--- src/fpsc_pkg.sv ---
// ----------------------------------------------------------------------------
// fpsc_pkg
// shared types, codes and helpers for the frustum plane / sphere cull block
// ----------------------------------------------------------------------------
package fpsc_pkg;

  localparam int NumPlanes = 6;
  localparam logic [2:0] LastPlane = 3'(NumPlanes - 1);

  typedef logic signed [31:0] q16_t;

  typedef enum logic [1:0] {
    OP_LOAD_PROJ = 2'd0,
    OP_LOAD_MV   = 2'd1,
    OP_DERIVE    = 2'd2,
    OP_TEST      = 2'd3
  } op_t;

  typedef enum logic [4:0] {
    S_IDLE,
    S_CLIP_RD,
    S_CLIP_MUL,
    S_CLIP_ACC,
    S_CLIP_WR,
    S_PL_W,
    S_PL_N,
    S_SQ_MUL,
    S_SQ_ACC,
    S_SQRT_GO,
    S_SQRT_WAIT,
    S_PL_ZERO,
    S_DIV_GO,
    S_DIV_WAIT,
    S_T_MUL,
    S_T_ACC,
    S_T_CHK,
    S_DONE
  } state_t;

  // clamp a wide signed value into q16.16 range
  function automatic q16_t sat32(input logic signed [65:0] v);
    q16_t res;
    if (v[65:31] == {35{v[65]}}) begin
      res = v[31:0];
    end else if (v[65]) begin
      res = 32'h8000_0000;
    end else begin
      res = 32'h7fff_ffff;
    end
    return res;
  endfunction

  // clip column combined with column 3 for each plane
  function automatic logic [1:0] plane_col(input logic [2:0] p);
    logic [1:0] c;
    case (p)
      3'd0, 3'd1: c = 2'd0;
      3'd2, 3'd3: c = 2'd1;
      default:    c = 2'd2;
    endcase
    return c;
  endfunction

  // 1 when the plane adds its column, 0 when it subtracts
  function automatic logic plane_add(input logic [2:0] p);
    logic a;
    case (p)
      3'd1, 3'd2, 3'd5: a = 1'b1;
      default:          a = 1'b0;
    endcase
    return a;
  endfunction

endpackage

--- src/fpsc_mul.sv ---
// ----------------------------------------------------------------------------
// fpsc_mul
// shared signed 32x32 multiplier with a registered product
// ----------------------------------------------------------------------------
module fpsc_mul
  import fpsc_pkg::*;
(
  input  logic               clk,
  input  q16_t               a,
  input  q16_t               b,
  output logic signed [63:0] prod_r
);

  logic signed [63:0] prod_nxt;

  assign prod_nxt = 64'(a) * 64'(b);

  always_ff @(posedge clk) begin
    prod_r <= prod_nxt;
  end

endmodule

--- config.mk ---
export PLATFORM = sky130hd
export DESIGN_NAME = fpsc_mul
export DESIGN_NICKNAME = d
export VERILOG_FILES = /design/src/fpsc_pkg.sv /design/src/fpsc_mul.sv
export SDC_FILE = /design/constraint.sdc
export NUM_CORES = 2
export LEC_CHECK = 0
export ABC_AREA = 1
export BUFFER_PORTS_ARGS = -buffer_cell sky130_fd_sc_hd__buf_2
export CAP_MARGIN = 20
export CELL_PAD_IN_SITES_DETAIL_PLACEMENT = 1
export CELL_PAD_IN_SITES_GLOBAL_PLACEMENT = 1
export CORE_MARGIN = 4
export CORE_UTILIZATION = 50
export CTS_BUF_LIST = sky130_fd_sc_hd__clkbuf_4 sky130_fd_sc_hd__clkbuf_8 sky130_fd_sc_hd__clkbuf_16
export CTS_CLUSTER_DIAMETER = 40
export CTS_CLUSTER_SIZE = 14
export DETAILED_ROUTE_END_ITERATION = 16
export HOLD_SLACK_MARGIN = 0.06
export MAX_ROUTING_LAYER = met4
export PLACE_DENSITY = 0.82
export REMOVE_ABC_BUFFERS = 1
export SKIP_LAST_GASP = 1
export SLEW_MARGIN = 20
export SYNTH_ARGS = -nofsm -noshare
export SYNTH_HDL_FRONTEND = slang
export SYNTH_SLANG_ARGS = --single-unit
--- constraint.sdc ---
create_clock -name clk -period 9.1 [get_ports clk]
set_clock_uncertainty 0.2 [all_clocks]
set_input_delay 0.455 -clock clk [delete_from_list [all_inputs] [get_ports clk]]
set_output_delay 0.455 -clock clk [all_outputs]
set_load 0.02 [all_outputs]
## Yosys cells after proc, flatten, opt, wreduce, memory -nomap -nowiden

Cells that the tools add are included.

| storage, ports and cells | value |
|---|---|
| flip-flop bits (word level) | 64 |
| bits of input ports | 65 |
| output and inout port bits | 64 |
| word-level logic and storage cells | 2 |

| cells by class | value |
|---|---|
| multipliers | 1 |

Operator list:

| cell | count |
|---|---|
| $mul 32x32->64 | 1 |

## Depth between registers and ports, before layout

| depth | value |
|---|---|
| depth after elaboration | 1 |
| depth in mapped cells | 31 |

## Worst setup path before layout

Ideal clock, no wire load.

| timing | value |
|---|---|
| path type | input port to flip-flop |
| start | in a[31] |
| end | reg prod_r[56] |
| library setup time | 0.114 ns |
| data arrival time | 7.043 ns |
| required time | 8.786 ns |
| slack | 1.743 ns |
| stages | 26 |
| buffers on the path | 1 |
| cells stage by stage | clkbuf_1 nand2_1 inv_1 fa_1 inv_1 fa_1 inv_1 fa_1 fa_1 inv_1 fa_1 inv_1 fa_1 inv_1 fa_1 fa_1 inv_1 ha_1 a21o_1 nor2_1 nor2_1 or2_2 nor2_1 nand3_1 nand2_1 nand2_1 |

| on the way | value |
|---|---|
| longest elaborated chain between the ends | 1 |

Ends and longest elaborated chain:

| what | RTL line | RTL |
|---|---|---|
| start: declaration | fpsc_mul.sv:9 | `input q16_t a,` |
| $mul 32x32->64 | fpsc_mul.sv:16 | `assign prod_nxt = 64'(a) * 64'(b);` |
| net prod_nxt[56] | fpsc_mul.sv:14 | `logic signed [63:0] prod_nxt;` |
| end signal: assignment | fpsc_mul.sv:19 | `prod_r <= prod_nxt;` |
| end: declaration | fpsc_mul.sv:11 | `output logic signed [63:0] prod_r` |

The timed path passes the listed nets, and every way through them passes these cells.

## Final worst setup path

| timing | value |
|---|---|
| start | in b[5] |
| end | reg prod_r[53] |

| on the way | value |
|---|---|
| longest elaborated chain between the ends | 1 |

Ends and longest elaborated chain:

| what | RTL line | RTL |
|---|---|---|
| start: declaration | fpsc_mul.sv:10 | `input q16_t b,` |
| $mul 32x32->64 | fpsc_mul.sv:16 |  |
| net prod_nxt[53] | fpsc_mul.sv:14 |  |

The timed path passes the listed nets, and every way through them passes these cells.

==> results.yml <==
run_status:
  outcome: "complete, no violations"
clock_tree:
  max-clock-path-buffers: 2
  cts_tree: "yes"
  cts_setup_buffers: 0
  cts-root-buf: "clkbuf_16"
  clk_pin_slew_ns: 0.07
  postCtsResizedCells: 0
  postCtsHoldBufs: 0
  cts_sinks: 64
  numCtsBuffers: 9
  cts_max_level: 3
yosys:
  synth_area_per_cell_um2: 7.898
  synthSimpleGateAreaFrac: 0.1703
  netlist_area_um2: 39850
  synthMuxAreaShare: 0
  synth_top_family_by_area: "adder cells"
  synth-compound-area-share: 0.01403
  synth_fa_ha_area_frac: 0.6013
  synth_cell_type_count: 32
  yosysWarnings: 0
  synthXorXnorAreaFrac: 0.007911
  yosys_register_bits: 64
  yosysSeqAreaShare: 0.03215
  postSynthCellCount: 5046
cells_and_area:
  largestRegisters: "prod_r (64)"
  multiInputGateArea_um2: 31630
  nFillCells: 9795
  top_register: "prod_r"
  regArea_um2: 1281
  final_nets: 6397
  final_cell_mix: "inv_1, nand2_1, fa_1"
  drive_gt1_frac: 0.05030
  largest_reg_flops: 64
  final_common_cell: "inv_1"
  syn_to_final_growth_pct: 5.312
worst_setup_path:
  cp_top_family: "adder cells"
  critPathBufInv: 9
  critical_path_required_ns: 9.17
  worstPathArrival_ns: 8.25
  critical_path.max_fanout: 32
  endpoint_kind: "flop"
  cp_slowest_cell: "fa_1"
  worstSetupPathType: "in2reg"
  cp-start-kind: "input pin"
  crit_start: "b[5]"
  cpPeakStageDelay_ns: 0.66
route:
  drt-initial-drc-count: 1849
  dr_total_vias: 32020
  wirelength_um: 133000
  dr.pass1.iters: 6
  avgRoutedWirePerCell_um: 21.73
  ant_nets: 0
  drc: 0
  vias_per_cell: 5.231
global_route:
  grt_overflow: 0
  grt_pass1_vias: 37220
  grt_pass1_wl_um: 209700
  antenna_found_initial: 5
  track_usage: 0.3327
  grt_max_degree: 33
floorplan:
  rows: 103
  die_w_um: 290.3
  start_util: 0.5045
  die-area_um2: 84290
  ios: 129
  die_h_um: 290.3
  fp.coreArea_um2: 79000
sta:
  slew_headroom: 0.3713
  tns_ns: 0
  rsz0062_at_grt: "no"
  worstMarginPinSlew_ns: 0.9430
  setup_violations: 0
  max_freq_mhz: 122.2
  timing.final.crit_share: 0.8992
  final_hold_viol_count: 0
  finalMaxSlewViolations: 0
  period_minus_slack_ns: 8.183
hold_path:
  hp-class: "in2reg"
  hold_start: "b[0]"
flow_run:
  cap_viol_max_count: 0
place:
  io_buffers: 128
  dp_hpwl_um: 116600
  routabilityCongestion: 0.9968
per-layer routing:
| metal | vias up | GRT usage | wire, um |
|---|---|---|---|
| li1 | 13780 | - | - |
| met1 | 16920 | 0.4145 | 52870 |
| met2 | 1034 | 0.5707 | 67290 |
| met3 | 283 | 0.03729 | 7561 |
| met4 | 0 | 0.1102 | 5267 |
| met5 | - | - | 0 |
through the flow:
step,hold slack [ns],worst slack (ns),cells,instance area (um2),utilization
3_3_place_gp,0.6710,0.8446,6105,41650,0.5272
4_1_cts,0.4563,0.9251,6120,41970,0.5313
3_5_place_dp,0.6712,0.5435,6105,41650,0.5272
5_1_grt,0.4767,0.4321,6121,41970,0.5313
2_1_floorplan,0.3485,1.979,4854,39130,-
6_report,0.4633,0.9169,6121,41970,0.5313
synth_stat cells:
master	number	area share
nand3_1	69	0.0087
dfxtp_1	64	0.032
or2_2	8	0.0013
nand2b_1	1	0.00016
xor2_1	30	0.0066
nand2_1	1444	0.14
nor4_1	4	0.00063
a21oi_1	67	0.0084
nor3_4	1	0.00041
nor2_1	139	0.013
o21ai_1	2	0.00025
nor2_4	2	0.00057
nand2_2	8	0.0013
nand3_2	7	0.0018
clkbuf_1	192	0.018
ha_1	184	0.058
fa_1	1082	0.54
a21oi_2	1	0.00022
nor4_2	1	0.00031
nor2_2	11	0.0017
o21ai_0	20	0.0025
o21bai_1	9	0.0017
nand4_1	20	0.0031
or2_1	1	0.00016
nor3_1	7	0.00088
a21o_1	2	0.00038
and2_0	1	0.00016
and2_1	1	0.00016
o21a_1	2	0.00038
a21boi_0	1	0.00019
xnor2_1	6	0.0013
inv_1	1659	0.16
path summary, 6_finish.rpt:
| kind | to | cells past startpoint |
|---|---|---|
| worst max-delay path | prod_r[53]$_DFF_P_ | 27 |
| worst min-delay path | prod_r[0]$_DFF_P_ | 4 |
kinds of logic after synthesis:
group | after synthesis
buffers and inverters | 1851
and+or+nand+nor | 1725
adders and majority gates | 1266
AOI/OAI and AO/OA | 104
DFF | 64
xor gates and xnor gates | 36
cell type report:
cell class,count,share of cell area
diodes,1,0.00005962
clock buffers,10,0.005694
clock inverters,5,0.001938
inverters,1659,0.1484
multi-input cells,3131,0.7535
flip-flops and latches,64,0.03053
well taps,1050,0.03130
repair buffers,201,0.02862
Power is not shown: default switching activity piles up to over one toggle a cycle in this logic, so the estimate is an artifact.
