File: config.mk
export PLATFORM = sky130hd
export DESIGN_NAME = fpsc_isqrt
export DESIGN_NICKNAME = d
export VERILOG_FILES = /design/src/fpsc_pkg.sv /design/src/fpsc_isqrt.sv
export SDC_FILE = /design/constraint.sdc
export NUM_CORES = 1
export LEC_CHECK = 0
export BUFFER_PORTS_ARGS = -buffer_cell sky130_fd_sc_hd__buf_2
export CAP_MARGIN = 40
export CORE_ASPECT_RATIO = 1.4
export CORE_MARGIN = 2
export CORE_UTILIZATION = 30
export DETAILED_ROUTE_END_ITERATION = 8
export PLACE_DENSITY_LB_ADDON = 0.12
export SYNTH_ARGS = -nofsm -noshare
export SYNTH_HDL_FRONTEND = slang
export SYNTH_SLANG_ARGS = --single-unit
File: constraint.sdc
create_clock -name clk -period 13.45 [get_ports clk]
set_clock_uncertainty 0.2 [all_clocks]
set_input_delay 1.345 -clock clk [delete_from_list [all_inputs] [get_ports clk]]
set_output_delay 1.345 -clock clk [all_outputs]
set_load 0.01 [all_outputs]
File: src/fpsc_pkg.sv
// ----------------------------------------------------------------------------
// fpsc_pkg
// shared types, codes and helpers for the frustum plane / sphere cull block
// ----------------------------------------------------------------------------
package fpsc_pkg;

  localparam int NumPlanes = 6;
  localparam logic [2:0] LastPlane = 3'(NumPlanes - 1);

  typedef logic signed [31:0] q16_t;

  typedef enum logic [1:0] {
    OP_LOAD_PROJ = 2'd0,
    OP_LOAD_MV   = 2'd1,
    OP_DERIVE    = 2'd2,
    OP_TEST      = 2'd3
  } op_t;

  typedef enum logic [4:0] {
    S_IDLE,
    S_CLIP_RD,
    S_CLIP_MUL,
    S_CLIP_ACC,
    S_CLIP_WR,
    S_PL_W,
    S_PL_N,
    S_SQ_MUL,
    S_SQ_ACC,
    S_SQRT_GO,
    S_SQRT_WAIT,
    S_PL_ZERO,
    S_DIV_GO,
    S_DIV_WAIT,
    S_T_MUL,
    S_T_ACC,
    S_T_CHK,
    S_DONE
  } state_t;

  // clamp a wide signed value into q16.16 range
  function automatic q16_t sat32(input logic signed [65:0] v);
    q16_t res;
    if (v[65:31] == {35{v[65]}}) begin
      res = v[31:0];
    end else if (v[65]) begin
      res = 32'h8000_0000;
    end else begin
      res = 32'h7fff_ffff;
    end
    return res;
  endfunction

  // clip column combined with column 3 for each plane
  function automatic logic [1:0] plane_col(input logic [2:0] p);
    logic [1:0] c;
    case (p)
      3'd0, 3'd1: c = 2'd0;
      3'd2, 3'd3: c = 2'd1;
      default:    c = 2'd2;
    endcase
    return c;
  endfunction

  // 1 when the plane adds its column, 0 when it subtracts
  function automatic logic plane_add(input logic [2:0] p);
    logic a;
    case (p)
      3'd1, 3'd2, 3'd5: a = 1'b1;
      default:          a = 1'b0;
    endcase
    return a;
  endfunction

endpackage

File: src/fpsc_isqrt.sv
// ----------------------------------------------------------------------------
// fpsc_isqrt
// iterative 64-bit integer square root, two radicand bits per cycle
// ----------------------------------------------------------------------------
module fpsc_isqrt
  import fpsc_pkg::*;
(
  input  logic        clk,
  input  logic        rst_n,
  input  logic        start,
  input  logic [63:0] value,
  output logic        done_r,
  output logic [31:0] root
);

  logic        run_r, run_nxt, done_nxt;
  logic [63:0] v_r, v_nxt, r_r, r_nxt, bit_r, bit_nxt, trial;

  assign trial = r_r + bit_r;
  assign root  = r_r[31:0];

  always_comb begin
    run_nxt  = run_r;
    done_nxt = 1'b0;
    v_nxt    = v_r;
    r_nxt    = r_r;
    bit_nxt  = bit_r;
    if (start) begin
      run_nxt = 1'b1;
      v_nxt   = value;
      r_nxt   = '0;
      bit_nxt = 64'd1 << 62;
    end else if (run_r) begin
      if (v_r >= trial) begin
        v_nxt = v_r - trial;
        r_nxt = (r_r >> 1) + bit_r;
      end else begin
        r_nxt = r_r >> 1;
      end
      bit_nxt = bit_r >> 2;
      if (bit_r == 64'd1) begin
        run_nxt  = 1'b0;
        done_nxt = 1'b1;
      end
    end
  end

  always_ff @(posedge clk) begin
    if (!rst_n) begin
      run_r  <= 1'b0;
      done_r <= 1'b0;
    end else begin
      run_r  <= run_nxt;
      done_r <= done_nxt;
    end
  end

  always_ff @(posedge clk) begin
    v_r   <= v_nxt;
    r_r   <= r_nxt;
    bit_r <= bit_nxt;
  end

endmodule

* Word-level counts from Yosys, hierarchy flattened *
Cells that the tools add are included.

storage, ports and cells
  flip-flop bits (word level) = 162
  bits in latches = 0
  bits in writable memories = 0
  memory bits (read-only) = 0
  word-level logic and storage cells = 24
  memories kept = 0

operators by class
  add/subtract/negate cells = 3
  multiply operators = 0
  div/mod/pow operators = 0
  $lt $le $gt $ge = 1
  equal/unequal tests = 1
  shift-type cells = 0
  multiplexer cells = 8
  bitwise logic cells = 2
  reduce and logical (&&, ||, !) cells = 4

operators by type and width
  kind                   count
  $mux W64               4
  $add A63 B63 Y64       1
  $add A64 B63 Y64       1
  $ge A64 B64 Y1         1
  $sub A64 B64 Y64       1
  $eq A32 B1 Y1 const B  1
  $mux W1                4
  $reduce_bool A2 Y1     2
  $reduce_or A3 Y1       1
  $not A1 Y1             2
  $reduce_and A2 Y1      1

* Longest topological paths before layout *
  depth in word-level cells = 5
  depth in mapped cells = 27

* Worst setup path before layout *
Ideal clock, no wire load.

  kind = reg-to-reg
  start point = register r_r[2]
  end point = register v_r[0] (enable)
  library setup time = 574 ps
  arrival = 8933 ps
  data required time = 12676 ps
  path slack = 3743 ps
  cell stages (with the launch flop) = 23
  buffers on the path = 4
  clock period less this slack = 9707 ps
  cell sequence = dfxtp_1 > ha_1 > a31oi_1 > a211oi_2 > a21oi_2 > o21ai_2 > a21boi_2 > o31a_1 > o21bai_1 > a21oi_1 > xor2_1 > ha_1 > clkbuf_1 > nand4_1 > nor2b_1 > and4_1 > nor4b_1 > o311ai_1 > and3_1 > buf_6 > buf_6 > buf_4 > o21ai_0

between the ends
  longest elaborated chain between the ends = 4

ends and longest elaborated chain
  element                       RTL line          RTL
  start, declared               fpsc_isqrt.sv:17  logic [63:0] v_r, v_nxt, r_r, r_nxt, bit_r, bit_nxt, trial;
  start signal, assigned        fpsc_isqrt.sv:60  r_r <= r_nxt;
  $add A64 B63 Y64              fpsc_isqrt.sv:19  assign trial = r_r + bit_r;
  $ge A64 B64 Y1                fpsc_isqrt.sv:34  if (v_r >= trial) begin
  $reduce_bool A2 Y1 (no line)  --
  $reduce_and A2 Y1 (no line)   --
  end signal, assigned          fpsc_isqrt.sv:59  v_r <= v_nxt;
  end, declared                 fpsc_isqrt.sv:17

No other way between the ends.
A chain may end at the register's enable or synchronous reset.

* Worst setup path in the final report *
  start point = register r_r[0]
  end point = register v_r[2] (enable)

The elaborated chain is that of the path after synthesis.

==> impl_metrics.tcl <==
set metrics [dict create \
    status "finished, final reports clean" \
    tightest_slew_ns 0.857 \
    powerDensity_nw_per_um2 183 \
    grt_max_degree 104 \
    antenna_found_initial 0 \
    finalPower_mw 3.08 \
    arrival_ns 7.24 \
    max-vdd-ir-drop_mv 0.0797 \
    min_period_ns 7.34 \
    dp_cells 2590 \
    critPathCaptureType "flip-flop" \
    start_util_pct 30.3 \
    drv_cap 0 \
    synthTopCellsByArea "dfxtp_1 13%, edfxtp_1 12%, ha_1 11%" \
    pre_cts_slack_ns 6.13 \
    start_kind "flip-flop" \
    rsz0062_at_grt "false" \
    fin_cells 2622 \
    hold_path.class "flip-flop to flip-flop" \
    ys_warn_count 0 \
    syn_area_per_cell_sq_um 7.80 \
    power_leakage_nw 6.36 \
    grt-ovfl-total 0 \
    worstPathRequired_ns 13.35 \
    drc 0 \
    maxSlewViolCount 0 \
    routedWlPerCell_um 20.3 \
    dieArea_sq_um 53400 \
    rows 98 \
    via_per_inst 5.50 \
    yosysSeqAreaShare_pct 25.1 \
    ys_types 80 \
    htree_levels 4 \
    ctsResizeCount 0 \
    synthTopCellsByCount "218 x nand2_1, 198 x nor2_1, 167 x o21ai_0" \
    cts-root-buf "clkbuf_16" \
    drt_iter0_markers 889 \
    synth-edff-count 64 \
    hpwl_um 41100 \
    fill_cells 5523 \
    final-hold-violation-count 0 \
    numCtsBuffers 17 \
    synth_ff_type "dfxtp_1" \
    fin_ws_ns 6.11 \
    max_slew_margin_pct 42.1 \
    insertion_delay_ns 0.47 \
    dr.pass1.iters 5 \
    setup_violations 0 \
    syn_inst 1981 \
    ant_nets 0 \
    grt_pass1_wl_um 82300 \
    gp_congestion 0.847 \
    cts_num_sinks 162 \
    n_antenna_cell 0 \
    async_flop_share_pct 0 \
    io_pins 100 \
    wl_um 53200 \
    ys_ff_latch 162 \
    cts_hold_buf 0 \
    period_share_pct 54.6 \
    core_area_sq_um 51000 \
    cts_tree "done" \
    synth_area_leader_cell "dfxtp_1" \
    path_class "flip-flop to flip-flop" \
    yosysMostFrequentCell "nand2_1" \
    area_growth_pct 8.61 \
    critical_path.max_fanout 45 \
    nets 2157 \
    drive_above_1_share_pct 9.53 \
    grt_pass1_vias 14200 \
    die_y_um 273 \
    grtUsageTotal_pct 19.9 \
    synth_top_area_share_pct 12.7 \
    io_buffers 99 \
    clockBufferDepth 2 \
    syn_nets 2179 \
    mappedNetlistArea_sq_um 15400 \
    die_width_um 196 \
    path_clk_slew_ns 0.07 \
    vias 14400 \
    max_freq_ghz 0.136 \
    post-cts-setup-buffers 0 \
    fin_tns_setup_ns 0 \
]
## flip-flops by register name, summed over array words and instances (netlist names)
name	count
done_r	1
run_r	1
v_r	64
bit_r	32
r_r	64
## worst paths after layout
check                           cells after the start     end  startpoint  slack, ns
worst max-delay path                               21  v_r[2]      r_r[0]       6.11
worst min-delay path                                2  r_r[0]      r_r[0]       0.33
worst max register to register                     21  v_r[2]      r_r[0]       6.11
worst min register to register                      2  r_r[0]      r_r[0]       0.33
## cell type report
type	instances	area (sq um)	area share [%]
clock buffers	22	518	3.09
clock inverters	10	91.3	0.544
inverters	36	135	0.805
multi-input cells	1628	10700	63.7
flip-flops and latches	162	3890	23.2
well taps	650	813	4.85
repair buffers	114	647	3.86
## worst max-delay path: stages (launching register included)
cell,delay [ns]
dfxtp_1,0.33
ha_1,0.23
ha_1,0.23
a21oi_1,0.25
o31ai_1,0.11
buf_4,0.16
a22oi_1,0.34
a211oi_1,0.20
o311ai_0,0.79
a31oi_1,0.32
o21ai_0,0.29
nor2b_1,0.10
xnor2_1,0.15
ha_1,0.42
and3_1,0.29
and4_1,0.30
nor4b_1,0.24
o311ai_1,0.20
and3_2,0.25
buf_4,0.24
o21ai_4,0.62
buf_4,0.61
## power breakdown
part	internal, mW	leakage [nW]	switching, mW
clock network	0.294	0.292	0.236
logic	0.673	4.62	1.10
registers	0.670	1.44	0.104
total	1.64	6.36	1.44
## per-stage QoR
step	util, %	hold WS [ns]	instance area [sq um]
after floorplan	-	0.279	15400
after global placement	31.6	0.294	16100
after detailed placement	31.7	0.320	16200
after CTS	32.9	0.335	16800
after global routing	32.9	0.400	16800
final	32.9	0.332	16800
## cell families (layout without fill, tap and decap cells)
kind of cell               count (synthesis)  after routing  synth area share, %
and+or+nand+nor                          655            655                 19.7
AOI/OAI and AO/OA                        646            646                 27.1
buffers and inverters                    191            182                 5.81
DFF                                      162            162                 25.1
xor gates and xnor gates                 143            143                 8.11
adders and majority gates                131            131                 10.7
muxes                                     53             53                 3.46
## layout by cell type (no fill, tap or decap), types with 63 or more instances in the layout
cell        n
nand2_1   218
nor2_1    198
o21ai_0   166
ha_1      130
a21oi_1   123
buf_2      98
dfxtp_1    97
xor2_1     74
xnor2_1    69
edfxtp_1   64
a31oi_1    63
## metal layers
metal  track usage (%)  wire length, um  vias to the layer above
met5                 0                0                        -
met4              7.22             1590                        0
met3              3.31             1840                       61
met2              36.5            27300                      262
met1              23.2            22500                     6835
li1                  -                -                     7264
(Power assumes the default switching activity.)
