File: src/fpsc_pkg.sv
// ----------------------------------------------------------------------------
// fpsc_pkg
// shared types, codes and helpers for the frustum plane / sphere cull block
// ----------------------------------------------------------------------------
package fpsc_pkg;

  localparam int NumPlanes = 6;
  localparam logic [2:0] LastPlane = 3'(NumPlanes - 1);

  typedef logic signed [31:0] q16_t;

  typedef enum logic [1:0] {
    OP_LOAD_PROJ = 2'd0,
    OP_LOAD_MV   = 2'd1,
    OP_DERIVE    = 2'd2,
    OP_TEST      = 2'd3
  } op_t;

  typedef enum logic [4:0] {
    S_IDLE,
    S_CLIP_RD,
    S_CLIP_MUL,
    S_CLIP_ACC,
    S_CLIP_WR,
    S_PL_W,
    S_PL_N,
    S_SQ_MUL,
    S_SQ_ACC,
    S_SQRT_GO,
    S_SQRT_WAIT,
    S_PL_ZERO,
    S_DIV_GO,
    S_DIV_WAIT,
    S_T_MUL,
    S_T_ACC,
    S_T_CHK,
    S_DONE
  } state_t;

  // clamp a wide signed value into q16.16 range
  function automatic q16_t sat32(input logic signed [65:0] v);
    q16_t res;
    if (v[65:31] == {35{v[65]}}) begin
      res = v[31:0];
    end else if (v[65]) begin
      res = 32'h8000_0000;
    end else begin
      res = 32'h7fff_ffff;
    end
    return res;
  endfunction

  // clip column combined with column 3 for each plane
  function automatic logic [1:0] plane_col(input logic [2:0] p);
    logic [1:0] c;
    case (p)
      3'd0, 3'd1: c = 2'd0;
      3'd2, 3'd3: c = 2'd1;
      default:    c = 2'd2;
    endcase
    return c;
  endfunction

  // 1 when the plane adds its column, 0 when it subtracts
  function automatic logic plane_add(input logic [2:0] p);
    logic a;
    case (p)
      3'd1, 3'd2, 3'd5: a = 1'b1;
      default:          a = 1'b0;
    endcase
    return a;
  endfunction

endpackage

File: src/fpsc_div.sv
// ----------------------------------------------------------------------------
// fpsc_div
// restoring divider: (num * 65536) / den, truncated, clamped to q16.16
// ----------------------------------------------------------------------------
module fpsc_div
  import fpsc_pkg::*;
(
  input  logic        clk,
  input  logic        rst_n,
  input  logic        start,
  input  q16_t        num,
  input  logic [31:0] den,
  output logic        done_r,
  output q16_t        quo
);

  logic        run_r, run_nxt, done_nxt, neg_r, neg_nxt, qbit;
  logic [5:0]  cnt_r, cnt_nxt;
  logic [31:0] rem_r, rem_nxt, den_r, den_nxt, mag;
  logic [32:0] rem_sh, diff;
  logic [47:0] n_r, n_nxt, q_r, q_nxt;
  logic signed [48:0] qs;

  assign mag    = num[31] ? 32'(-num) : 32'(num);
  assign rem_sh = {rem_r, n_r[47]};
  assign diff   = rem_sh - {1'b0, den_r};
  assign qbit   = (rem_sh >= {1'b0, den_r});
  assign qs     = neg_r ? -$signed({1'b0, q_r}) : $signed({1'b0, q_r});
  assign quo    = sat32({{17{qs[48]}}, qs});

  always_comb begin
    run_nxt  = run_r;
    done_nxt = 1'b0;
    cnt_nxt  = cnt_r;
    rem_nxt  = rem_r;
    n_nxt    = n_r;
    q_nxt    = q_r;
    den_nxt  = den_r;
    neg_nxt  = neg_r;
    if (start) begin
      run_nxt = 1'b1;
      cnt_nxt = 6'd47;
      rem_nxt = '0;
      n_nxt   = {mag, 16'd0};
      q_nxt   = '0;
      den_nxt = den;
      neg_nxt = num[31];
    end else if (run_r) begin
      rem_nxt = qbit ? diff[31:0] : rem_sh[31:0];
      n_nxt   = {n_r[46:0], 1'b0};
      q_nxt   = {q_r[46:0], qbit};
      cnt_nxt = cnt_r - 6'd1;
      if (cnt_r == 6'd0) begin
        run_nxt  = 1'b0;
        done_nxt = 1'b1;
      end
    end
  end

  always_ff @(posedge clk) begin
    if (!rst_n) begin
      run_r  <= 1'b0;
      done_r <= 1'b0;
    end else begin
      run_r  <= run_nxt;
      done_r <= done_nxt;
    end
  end

  always_ff @(posedge clk) begin
    cnt_r <= cnt_nxt;
    rem_r <= rem_nxt;
    n_r   <= n_nxt;
    q_r   <= q_nxt;
    den_r <= den_nxt;
    neg_r <= neg_nxt;
  end

endmodule

File: config.mk
export PLATFORM = sky130hd
export DESIGN_NAME = fpsc_div
export DESIGN_NICKNAME = d
export VERILOG_FILES = /design/src/fpsc_pkg.sv /design/src/fpsc_div.sv
export SDC_FILE = /design/constraint.sdc
export NUM_CORES = 1
export LEC_CHECK = 0
export ABC_AREA = 0
export BUFFER_PORTS_ARGS = -buffer_cell sky130_fd_sc_hd__buf_2
export CORE_MARGIN = 5
export CORE_UTILIZATION = 51
export DETAILED_ROUTE_END_ITERATION = 8
export PLACE_DENSITY = 0.76
export REMOVE_ABC_BUFFERS = 1
export SLEW_MARGIN = 20
export SYNTH_ARGS = -nofsm -noshare
export SYNTH_HDL_FRONTEND = slang
export SYNTH_SLANG_ARGS = --single-unit
File: constraint.sdc
create_clock -name clk -period 5.8 [get_ports clk]
set_input_delay 1.16 -clock clk [delete_from_list [all_inputs] [get_ports clk]]
set_output_delay 1.16 -clock clk [all_outputs]
set_load 0.01 [all_outputs]
Yosys cells after proc, flatten, opt, wreduce, memory -nomap -nowiden --
Index checks and enable logic that the tools add are counted.
Storage, ports and cells: word-level logic and storage cells 30, input bits 67, output and inout port bits 33, flip-flop bits (word level) 153
Cells by class: equality and inequality tests 1, mux-type cells 11, order comparisons 1, bitwise gates (word level) 2, reduce and logical (&&, ||, !) cells 3, $add $sub $neg 4
Operators by type and width (number):
- 32-bit 2-to-1 mux | 4
- 48-bit 2-to-1 mux | 2
- 49-bit 2-to-1 mux | 1
- 48-bit negation with 49-bit output | 1
- 33-bit by 32-bit greater-or-equal comparator with 1-bit output | 1
- 32-bit negation | 1
- 32-bit subtractor | 1
- 17-bit == test | 1
- 6-bit zero test | 1
- 6-bit by 1-bit subtractor with 6-bit output, second input constant | 1
- 1-bit 2-to-1 mux | 4
- 3-bit OR reduction | 1
- 1-bit NOT | 2
- 2-bit nonzero test | 1

Depth between registers and ports, before layout --
Gate-level depths: netlist of the first run.
word-level depth 4, gate-level depth with buffers 14, depth with buffers taken out 12

Least setup slack after synthesis of the first run --
Ideal clock, no wire load.
path type register to output, start point register q_r[9], end point output port quo[0], required time 4640 ps, cell stages (with the launch flop) 11, data arrival time 2993 ps, path buffers 1, path slack 1647 ps, path through dfxtp_1 -> or4_4 -> nor3_4 -> a41oi_1 -> xnor2_1 -> or3_1 -> a2111oi_2 -> a21oi_1 -> o31a_1 -> buf_6 -> a21oi_2
On the way: cells in the longest elaborated chain, start to end 4, elaborated cells between the ends (all ways) 5, classes of those cells add/sub (1); eq/ne (1); mux (3)
Ends and longest elaborated chain:
- start: declaration | RTL line fpsc_div.sv:21 | logic [47:0] n_r, n_nxt, q_r, q_nxt;
- start signal: assignment | RTL line fpsc_div.sv:74 | q_r <= q_nxt;
- 48-bit negation with 49-bit output * | RTL line fpsc_div.sv:28 | assign qs = neg_r ? -$signed({1'b0, q_r}) : $signed({1'b0, q_r});
- 49-bit 2-to-1 mux * | RTL line fpsc_div.sv:28
- 17-bit == test or 32-bit 2-to-1 mux (tied branches) | RTL line fpsc_pkg.sv:43, fpsc_pkg.sv:45
- 32-bit 2-to-1 mux * | RTL line fpsc_pkg.sv:43 | if (v[65:31] == {35{v[65]}}) begin
- end: declaration | RTL line fpsc_div.sv:14 | output q16_t quo
Mark *: on every way between the ends. The rest lies on a longest branch, timed or not.

Worst setup path after layout of the first run --
start point register q_r[19], end point output port quo[0]
The elaborated chain is that of the path after synthesis.

==> results of run 1 <==
[metrics by stage]
| step | power [uW] | instances | hold slack (ns) | cell area (um2) | util (%) |
|---|---|---|---|---|---|
| 2_1_floorplan | 1800 | 1095 | 0.444 | 9830 | - |
| 3_5_place_dp | 2060 | 1469 | 0.475 | 10800 | 55.1 |
| 3_3_place_gp | 2040 | 1469 | 0.456 | 10800 | 55.1 |
| 5_1_grt | 3370 | 1502 | 0.513 | 11400 | 58.3 |
| 4_1_cts | 3230 | 1501 | 0.494 | 11400 | 58.3 |
| 6_report | 3210 | 1502 | 0.490 | 11400 | 58.3 |
[sequential cells by signal, indices dropped and copies added, names as in the netlist]
register / flops
cnt_r: 6
den_r: 32
done_r: 1
n_r: 32
neg_r: 1
q_r: 48
rem_r: 32
run_r: 1
[placed cells by master, fill, tap and decap left out, types with 17 or more instances in the layout]
cell type	n
a21o_1	17
clkbuf_16	20
buf_2	98
edfxtp_1	65
a21oi_2	30
nand3_1	41
dfxtp_1	87
o31ai_1	18
a21oi_1	72
xnor2_1	29
o21ai_0	64
inv_1	58
nand2_1	68
mux2i_1	51
ha_1	36
xor2_1	67
nor3_1	19
a311oi_1	20
nor2_1	144
[power by group]
| group | internal, uW | leakage (uW) | switching, uW | total, uW |
|---|---|---|---|---|
| sequential | 1200 | 0.00135 | 34.2 | 1230 |
| clock | 657 | 0.000311 | 505 | 1160 |
| combinational | 338 | 0.00306 | 478 | 816 |
[layer usage]
layer	track usage [%]	wire, um
met1	30.1	11200
met2	35.0	11500
met4	7.43	445
met3	4.31	1580
met5	0	28
[how the worst max path moves through the flow]
| stage | from | endpoint | slack [ns] | depth (start not counted) |
|---|---|---|---|---|
| after floorplan | neg_r$_DFFE_PP_ | quo[21] | 0.79 | 8 |
| after global placement | q_r[9]$_SDFFE_PP0P_ | quo[0] | 0.88 | 11 |
| after detailed placement | q_r[9]$_SDFFE_PP0P_ | quo[0] | 0.77 | 11 |
| after CTS | q_r[9]$_SDFFE_PP0P_ | quo[0] | 0.27 | 11 |
| after global routing | q_r[19]$_SDFFE_PP0P_ | quo[0] | 0.002 | 10 |
| final | q_r[19]$_SDFFE_PP0P_ | quo[0] | 0.34 | 10 |
[cells by family (layout without fill, tap and decap cells)]
| group | Yosys count | count (layout) |
|---|---|---|
| compound gates | 321 | 321 |
| xor+xnor | 96 | 96 |
| fa+ha+maj | 37 | 37 |
| buf+inv | 132 | 200 |
| flops | 153 | 153 |
| mux | 52 | 52 |
| simple gates | 378 | 378 |
[worst max-delay path: cells and delay by family (launching register included)]
family | cells | cell delay [ns]
and+or+nand+nor | 4 | 1.67
AOI/OAI and AO/OA | 5 | 1.64
DFF | 1 | 0.37
buffers and inverters | 1 | 0.16
[final cells by class]
class | instances | area share, %
clock buffer | 21 | 4.51
clock inverter | 11 | 0.956
inverter | 58 | 1.91
multi-input combinational | 884 | 51.8
sequential | 153 | 32.6
tap | 265 | 2.91
timing repair buffer | 110 | 5.24
[what timing repair did]
| item | CTS | global route |
|---|---|---|
| setup buffers | 0 | 1 |
| gates resized for setup | 0 | 0 |
| endpoints found under the setup margin | 0 | 23 |
==> metrics.txt, run 1 <==
Max VDD drop=between 0.2 and 0.25 mV; layout cell share with drive strength beyond 1=15.6%; XOR/XNOR Fraction of Synth Area=8.28%; initial antenna violation count=3; Worst Setup Start Kind=register; main combinational cell family by area after synthesis=compound AO/OA/AOI/OAI gates; Remaining DRCs=0; count of flip-flops with a built-in enable after synthesis=65; post-synthesis sequential area ratio=36.6%; WHS Path Cells=2; Die ar.=between 20000 and 25000 um2; Clk Latency, worst-skew pair=0.44 ns; worst-margin pin slew=1.02 ns; largest net degree at the start of global routing=107; CTS tree=yes; hold_buf cts=0; chip height=151 um; # diodes=0; status=finished clean; hold endpoint=cnt_r[0]$_SDFFE_PP1P_; post-synthesis mux area share=5.14%; kind of critical path=register to output pin; Fmax=between 150 and 200 MHz; Hold Startpoint=cnt_r[0]$_SDFFE_PP1P_; Ports=100; simple-gate area share of the yosys netlist=18.4%; worst r2r dst=rem_r[18]$_SDFFE_PP0P_; area growth from synthesis to layout=12.1%; Pins Over Slew Limit=0; final hold vios=0; vias=8886; pre-CTS WS=0.774 ns; Root Driver=clkbuf_16; number of synthesized register bits=roughly 150; ANT nets after route=0; max_cap viols=0; Worst R2R Setup Slack=2.21 ns; Worst Path Max Fanout=30; TNS Setup=0 ns; NumNets Final=about 1300; Synth Area in Compound Gates=around 22%; adder-cell area share of the yosys netlist=4.63%; total area of multi-input combinational cells=5910 um2; post-route setup slack=0.336 ns; RePlAce Congestion=0.903; Synth cell types=79; TritonCTS Buffers=17; Synth top area share=19.2%; global route overflow=0; CP Data Required Time=between 4 and 5 ns; Cell Chain, Critical Path=nor4_1 > and3_1 > nand4_2 > o32a_1 > o22a_1 > nor4_2 > a21oi_1 > o31a_2 > a21oi_2 > buf_2; footprint of the flip-flops and latches=approximately 3700 um2; Mapped Cells=approximately 1200; FILL cells=1763; drt pass-1 iters=5; vias in the first global route=8381; final setup fails=0; yosys warns=0; GR Util All Layers=between 20% and 30%; via/cell ratio=5.92; Netlist Area Pre-Place=10200 um2; Leak=0.00473 uW; Core Area=19500 um2; Post-Route WL=24800 um; dpl hpwl=16900 um; Critical Path End Type=output pin; Clk pin slew, worst setup/hold paths=0.07 ns; Die W=151 um; Rel. slew slack=between 30% and 40%; RSZ-0062 raised after global routing=no; top_reg_cell synth=dfxtp_1; Starting DRT DRC Count=594; clock buffer depth=2; Cell Rows=51; initial core utilization=52.0%; DR WL/cell=16.5 um; CP arrival=4.30 ns; first-pass GRT wire length=40800 um; final worst-path cycle share=approximately 94%; Synth area leaders=edfxtp_1, dfxtp_1, xor2_1, nor2_1, mux2i_1; slowest CP cell=o31a_2; pwr/cell area=282 nW/um2; Port Buffers=approximately 100; H-tree levels=4; most frequent cell after synthesis=nor2_1; Final Critical Period=5.46 ns; worst reg2reg path depth=12; post-synthesis area per instance=just under 9 um2; area leader, netlist=edfxtp_1; asr flop ratio synth=0%; CP max stage delay=about 0.62 ns; Hold Path Class=register to register; Commonest cells post-synth=nor2_1, dfxtp_1, a21oi_1, nand2_1, xor2_1; Worst Skew=0.0117 ns; CTS Sinks=153; r2r startpoint=den_r[10]$_DFFE_PP_
Note: power is estimated with default switching activity, not from simulation.
==> run 2: changes to the inputs <==
Settings changed: CORE_UTILIZATION 51 to 59, PLACE_DENSITY 0.76 to 0.86.
==> run 2 against run 1 <==
Effect of this change:
- final cell count down 2.7%
- critical path depth unchanged
- utilization rose by 7.7 points
- cell area decreased by 0.83%
- clock skew rose by 0.0050 ns
- non-clock buffer count unchanged
- via count up 0.48%
- critical endpoint is now quo[12]
==> metrics.txt, run 2 (synthesized netlist as in run 1, its figures left out) <==
TritonCTS Buffers=17 (unchanged); initial antenna violation count=0 (-3); Port Buffers=99 (unchanged); pwr/cell area=278 nW/um2 (-1.3%); PostCTS Resize Cnt=0 (unchanged); sequential power share=39.2% (+0.9 points); RSZ-0062 raised after global routing=no; Worst Path Max Fanout=30 (unchanged); Worst R2R Setup Slack=2.36 ns (+0.15 ns); slowest CP cell=o31a_2; Post-Route WL=24500 um (-1.2%); Tot Pwr=3140 uW (-2.2%); Clk Latency, worst-skew pair=0.43 ns (about the same); Critical Path End Type=output pin; Clock Power Share=35.3% (-0.9 points); Max VDD drop=0.242 mV (+18%); Pins Over Slew Limit=0 (unchanged); final hold vios=0 (unchanged); Worst Setup Start Kind=register; DR WL/cell=16.7 um (+1.5%); CP arrival=4.33 ns (+0.03 ns); initial core utilization=59.4% (+7.3 points); Root Driver=clkbuf_16; Hold Path Class=register to register; vias=8929 (+0.48%); NumNets Final=1328 (unchanged); TNS Setup=0 ns (unchanged); Leak=0.00471 uW (-0.38%); Biggest register=q_r; via/cell ratio=6.11 (+3.2%); clock buffer depth=2 (unchanged); Fmax=182 MHz (-0.40%); Worst Skew=0.0167 ns (+0.00501 ns); combinational fraction of design power=25.5% (about the same); global route overflow=0 (unchanged); area growth from synthesis to layout=11.2%; CP max stage delay=0.62 ns (about the same); first-pass GRT wire length=40400 um (-0.83%); ANT nets after route=0 (unchanged); GR Util All Layers=24.4% (+2.4 points); Net Switching=992 uW (-2.5%); # diodes=0 (unchanged); max_cap viols=0 (unchanged); crit path to=quo[12]; Cell Rows=48 (-5.9%); chip height=141 um (-6.6%); CTS tree=yes; CTS Sinks=153 (unchanged); Starting DRT DRC Count=653 (+9.9%); worst hold margin=0.491 ns (+0.000175 ns); worst-margin pin slew=0.952 ns (-0.0708 ns); pre-CTS WS=0.833 ns (+0.0583 ns); vias in the first global route=8433 (+0.62%); dpl hpwl=16600 um (-1.8%); H-tree levels=4 (unchanged); worst r2r dst=rem_r[18]$_SDFFE_PP0P_; most frequent cells in the layout=nor2_1, buf_2, dfxtp_1, a21oi_1, nand2_1; final worst-path cycle share=94.6% (+0.38 points); Ports=100 (unchanged); Final Critical Period=5.49 ns (+0.0219 ns); max reg flops=48 (unchanged); kind of critical path=register to output pin; drt pass-1 iters=5 (unchanged); Clk pin slew, worst setup/hold paths=0.07 ns (about the same); worst reg2reg path depth=12 (unchanged); Core Area=17100 um2 (-12%); final setup fails=0 (unchanged); Switching Share=31.6% (-0.11 points); Rel. slew slack=36.5% (+4.7 points); Int Power=2150 uW (-2.0%); Hold Startpoint=cnt_r[0]$_SDFFE_PP1P_; Cell Chain, Critical Path=nor4_1 > and3_1 > nand4_2 > o32a_1 > o22a_1 > nor4_2 > a21oi_1 > o31a_2 > a21oi_2 > buf_2; crit path launch=q_r[19]$_SDFFE_PP0P_; RePlAce Congestion=0.925 (+2.4%); Die ar.=19900 um2 (-13%); Die W=141 um (-6.6%); most common cell after layout, fill and taps aside=nor2_1; CP Data Required Time=4.64 ns (about the same); r2r startpoint=den_r[17]$_DFFE_PP_; largest net degree at the start of global routing=85 (-21%); post-route setup slack=0.315 ns (-0.0219 ns); Setup Fix Bufs, Post-CTS=0 (unchanged); layout cell share with drive strength beyond 1=15.5% (-0.081 points); status=finished clean; Remaining DRCs=0 (unchanged); hold_buf cts=0 (unchanged)
==> run 2: worst max-delay path: cells and delay by family (launching register included) <==
family | cells | cell delay [ns]
and+or+nand+nor | 4 | 1.74
AOI/OAI and AO/OA | 5 | 1.63
DFF | 1 | 0.37
buffers and inverters | 1 | 0.15
==> run 2: worst min path at each step <==
stage          slack, ns               endpoint  cells after the start
6_report            0.49  cnt_r[0]$_SDFFE_PP1P_                      2
5_1_grt             0.52  cnt_r[0]$_SDFFE_PP1P_                      2
4_1_cts             0.48  cnt_r[0]$_SDFFE_PP1P_                      2
3_5_place_dp        0.46  cnt_r[0]$_SDFFE_PP1P_                      2
3_3_place_gp        0.46  cnt_r[0]$_SDFFE_PP1P_                      2
2_1_floorplan       0.44  cnt_r[0]$_SDFFE_PP1P_                      2
==> run 2: area by class of cell <==
| cell class | count | area (um2) |
|---|---|---|
| Clock buffer | 21 | 492 |
| Clock inverter | 11 | 98.8 |
| Fill cell | 1409 | 5820 |
| Inverter | 58 | 218 |
| Multi-Input combinational cell | 884 | 5910 |
| Sequential cell | 153 | 3720 |
| Tap cell | 225 | 282 |
| Timing Repair Buffer | 110 | 584 |
==> run 2: through the flow <==
stage	instance area (um2)	cells	util, %
after detailed placement	10700	1430	62.6
after floorplan	9830	1095	-
final	11300	1462	66.0
after CTS	11300	1462	66.0
after global placement	10700	1430	62.6
after global routing	11300	1462	66.0
==> run 2: power groups by stage <==
stage | Sequential [uW] | Combinational (uW) | Clock [uW]
6_report | 1230 | 799 | 1110
5_1_grt | 1240 | 882 | 1180
4_1_cts | 1230 | 798 | 1130
3_5_place_dp | 1250 | 792 | 0
3_3_place_gp | 1250 | 773 | 0
2_1_floorplan | 1260 | 538 | 0
==> run 2: metal layers <==
metal	global-route usage [%]	share of wire (%)	wire (um)
met1	31.9	44	10800
met2	40.2	49	11900
met3	5.73	6.0	1460
met4	7.45	1.5	364
met5	0	0	0
==> run 3: changes to the inputs <==
Settings changed: RECOVER_POWER set to 25.
==> run 3 against run 2 <==
Effect of this change:
- the flow now finishes with violations (max-capacitance violations, max-slew violations)
- setup slack improved by 0.0029 ns
- combinational power is 0.6% higher
- via count about the same
- critical path depth unchanged
- final cell count is the same
- clock-buffer cell count is the same
- fmax barely moved
- total power rose by 0.18%
- clock skew increased by 0.00067 ns
- sequential cell count did not move
- hold slack worse by 0.0012 ns
- non-clock buffer count unchanged
- highest routed layer unchanged
==> metrics.txt, run 3 (synthesized netlist as in run 1, its figures left out) <==
CP max stage delay=0.62 ns (about the same); GR Util All Layers=24.4% (unchanged); vias in the first global route=8433 (unchanged); first-pass GRT wire length=40400 um (unchanged); global route overflow=0 (unchanged); Ports=100 (unchanged); worst-margin pin slew=3.97 ns (+3.01 ns); NumNets Final=1328 (unchanged); TritonCTS Buffers=17 (unchanged); area growth from synthesis to layout=11.1% (about the same); crit-path leading delay family=simple AND/OR/NAND/NOR gates; Hold Path Class=register to register; PostCTS Resize Cnt=0 (unchanged); Worst Setup Start Kind=register; H-tree levels=4 (unchanged); worst hold margin=0.489 ns (-0.00120 ns); chip height=141 um (unchanged); CP Data Required Time=4.64 ns (about the same); DR WL/cell=16.7 um (-0.15%); max_cap viols=1 (+1); RePlAce Congestion=0.925 (unchanged); initial core utilization=59.4% (unchanged); Starting DRT DRC Count=612 (-6.3%); Post-Route WL=24400 um (-0.15%); TNS Setup=0 ns (unchanged); violated checks=max-capacitance violations, max-slew violations; via/cell ratio=6.11 (about the same); vias=8931 (+0.022%); Pins Over Slew Limit=65 (+65); CTS Sinks=153 (unchanged); final hold vios=0 (unchanged); most common cell after layout, fill and taps aside=nor2_1; hold_buf cts=0 (unchanged); RSZ-0062 raised after global routing=no; Remaining DRCs=0 (unchanged); worst path bufs/invs=1 (unchanged); dpl hpwl=16600 um (unchanged); ANT nets after route=0 (unchanged); Cell Rows=48 (unchanged); fin util=66.0% (about the same); Rel. slew slack=-164% (-200 points); largest net degree at the start of global routing=85 (unchanged); most frequent cells in the layout=nor2_1, buf_2, dfxtp_1, a21oi_1, nand2_1; FILL cells=1410 (+0.071%); initial antenna violation count=0 (unchanged); pwr/cell area=279 nW/um2 (+0.26%); CTS tree=yes; Worst Skew=0.0174 ns (+0.000668 ns); Critical Path End Type=output pin; # diodes=0 (unchanged); max reg flops=48 (unchanged); drt pass-1 iters=8 (+3); Final Critical Period=5.48 ns (-0.00286 ns); CP arrival=4.32 ns (about the same); Biggest register=q_r; Worst Path Max Fanout=30 (unchanged); Die ar.=19900 um2 (unchanged); kind of critical path=register to output pin; final setup fails=0 (unchanged); slowest CP cell=o31a_2; Core Area=17100 um2 (unchanged); Port Buffers=99 (unchanged); Cell Chain, Critical Path=nor4_1 > and3_1 > nand4_2 > o32a_1 > o22a_1 > nor4_2 > a21oi_1 > o31a_2 > a21oi_2 > buf_2; layout cell share with drive strength beyond 1=15.3% (-0.24 points); Clk pin slew, worst setup/hold paths=0.06 ns (about the same); final worst-path cycle share=94.5% (about the same); clock buffer depth=2 (unchanged); Root Driver=clkbuf_16; status=finished, violations left; Clk Latency, worst-skew pair=0.43 ns (about the same); Max VDD drop=0.243 mV (+0.48%); Setup Fix Bufs, Post-CTS=0 (unchanged); Leak=0.00470 uW (-0.23%); Fmax=182 MHz (about the same); Die W=141 um (unchanged)
-- run 3: changes by cell type in the layout (fill, tap and decap cells not counted), sizes merged --
| cell | delta |
|---|---|
| buf | -3 |
| clkbuf | +3 |
-- run 3: final timing paths --
path	from	slack, ns	end	depth (start not counted)
worst max-delay path	q_r[19]$_SDFFE_PP0P_	0.32	quo[1]	10
worst min-delay path	cnt_r[0]$_SDFFE_PP1P_	0.49	cnt_r[0]$_SDFFE_PP1P_	2
worst max register to register	run_r$_SDFF_PN0_	0.34	n_r[16]$_SDFFCE_PN0P_	4
worst min register to register	cnt_r[0]$_SDFFE_PP1P_	0.49	cnt_r[0]$_SDFFE_PP1P_	2
-- run 3: where the power goes --
group          internal [uW]  leakage (uW)  switching (uW)
logic                    334       0.00305             471
registers               1200       0.00135            34.9
clock network            623      0.000297             486
total                   2150       0.00470             992
-- run 3: tightest hold or removal path, cell delays in order (launching register included) --
cell and delay [ns]:
dfxtp_1 0.33, nand2_1 0.06, nand3_1 0.07
-- run 3: cell type report --
class | instances | area, um2 | share of cell area (%)
clock inverters | 11 | 98.8 | 0.876
inverters | 58 | 218 | 1.93
clock buffers | 21 | 492 | 4.36
well taps | 225 | 282 | 2.49
repair buffers | 110 | 576 | 5.10
multi-input cells | 884 | 5910 | 52.3
flip-flops and latches | 153 | 3720 | 32.9
-- run 3: through the flow --
step	power, uW	area [um2]	worst slack, ns	instances
after floorplan	1800	9830	0.787	1095
after global placement	2020	10700	0.981	1430
after detailed placement	2050	10700	0.833	1430
after CTS	3160	11300	0.354	1462
after global routing	3310	11300	0.0369	1462
final	3140	11300	0.317	1462
-- run 3: layer usage --
layer | wire length, um | share of wire (%) | track usage (%)
met1 | 10900 | 45 | 31.9
met2 | 11800 | 48 | 40.2
met3 | 1360 | 5.5 | 5.73
met4 | 351 | 1.4 | 7.45
met5 | 0 | 0 | 0
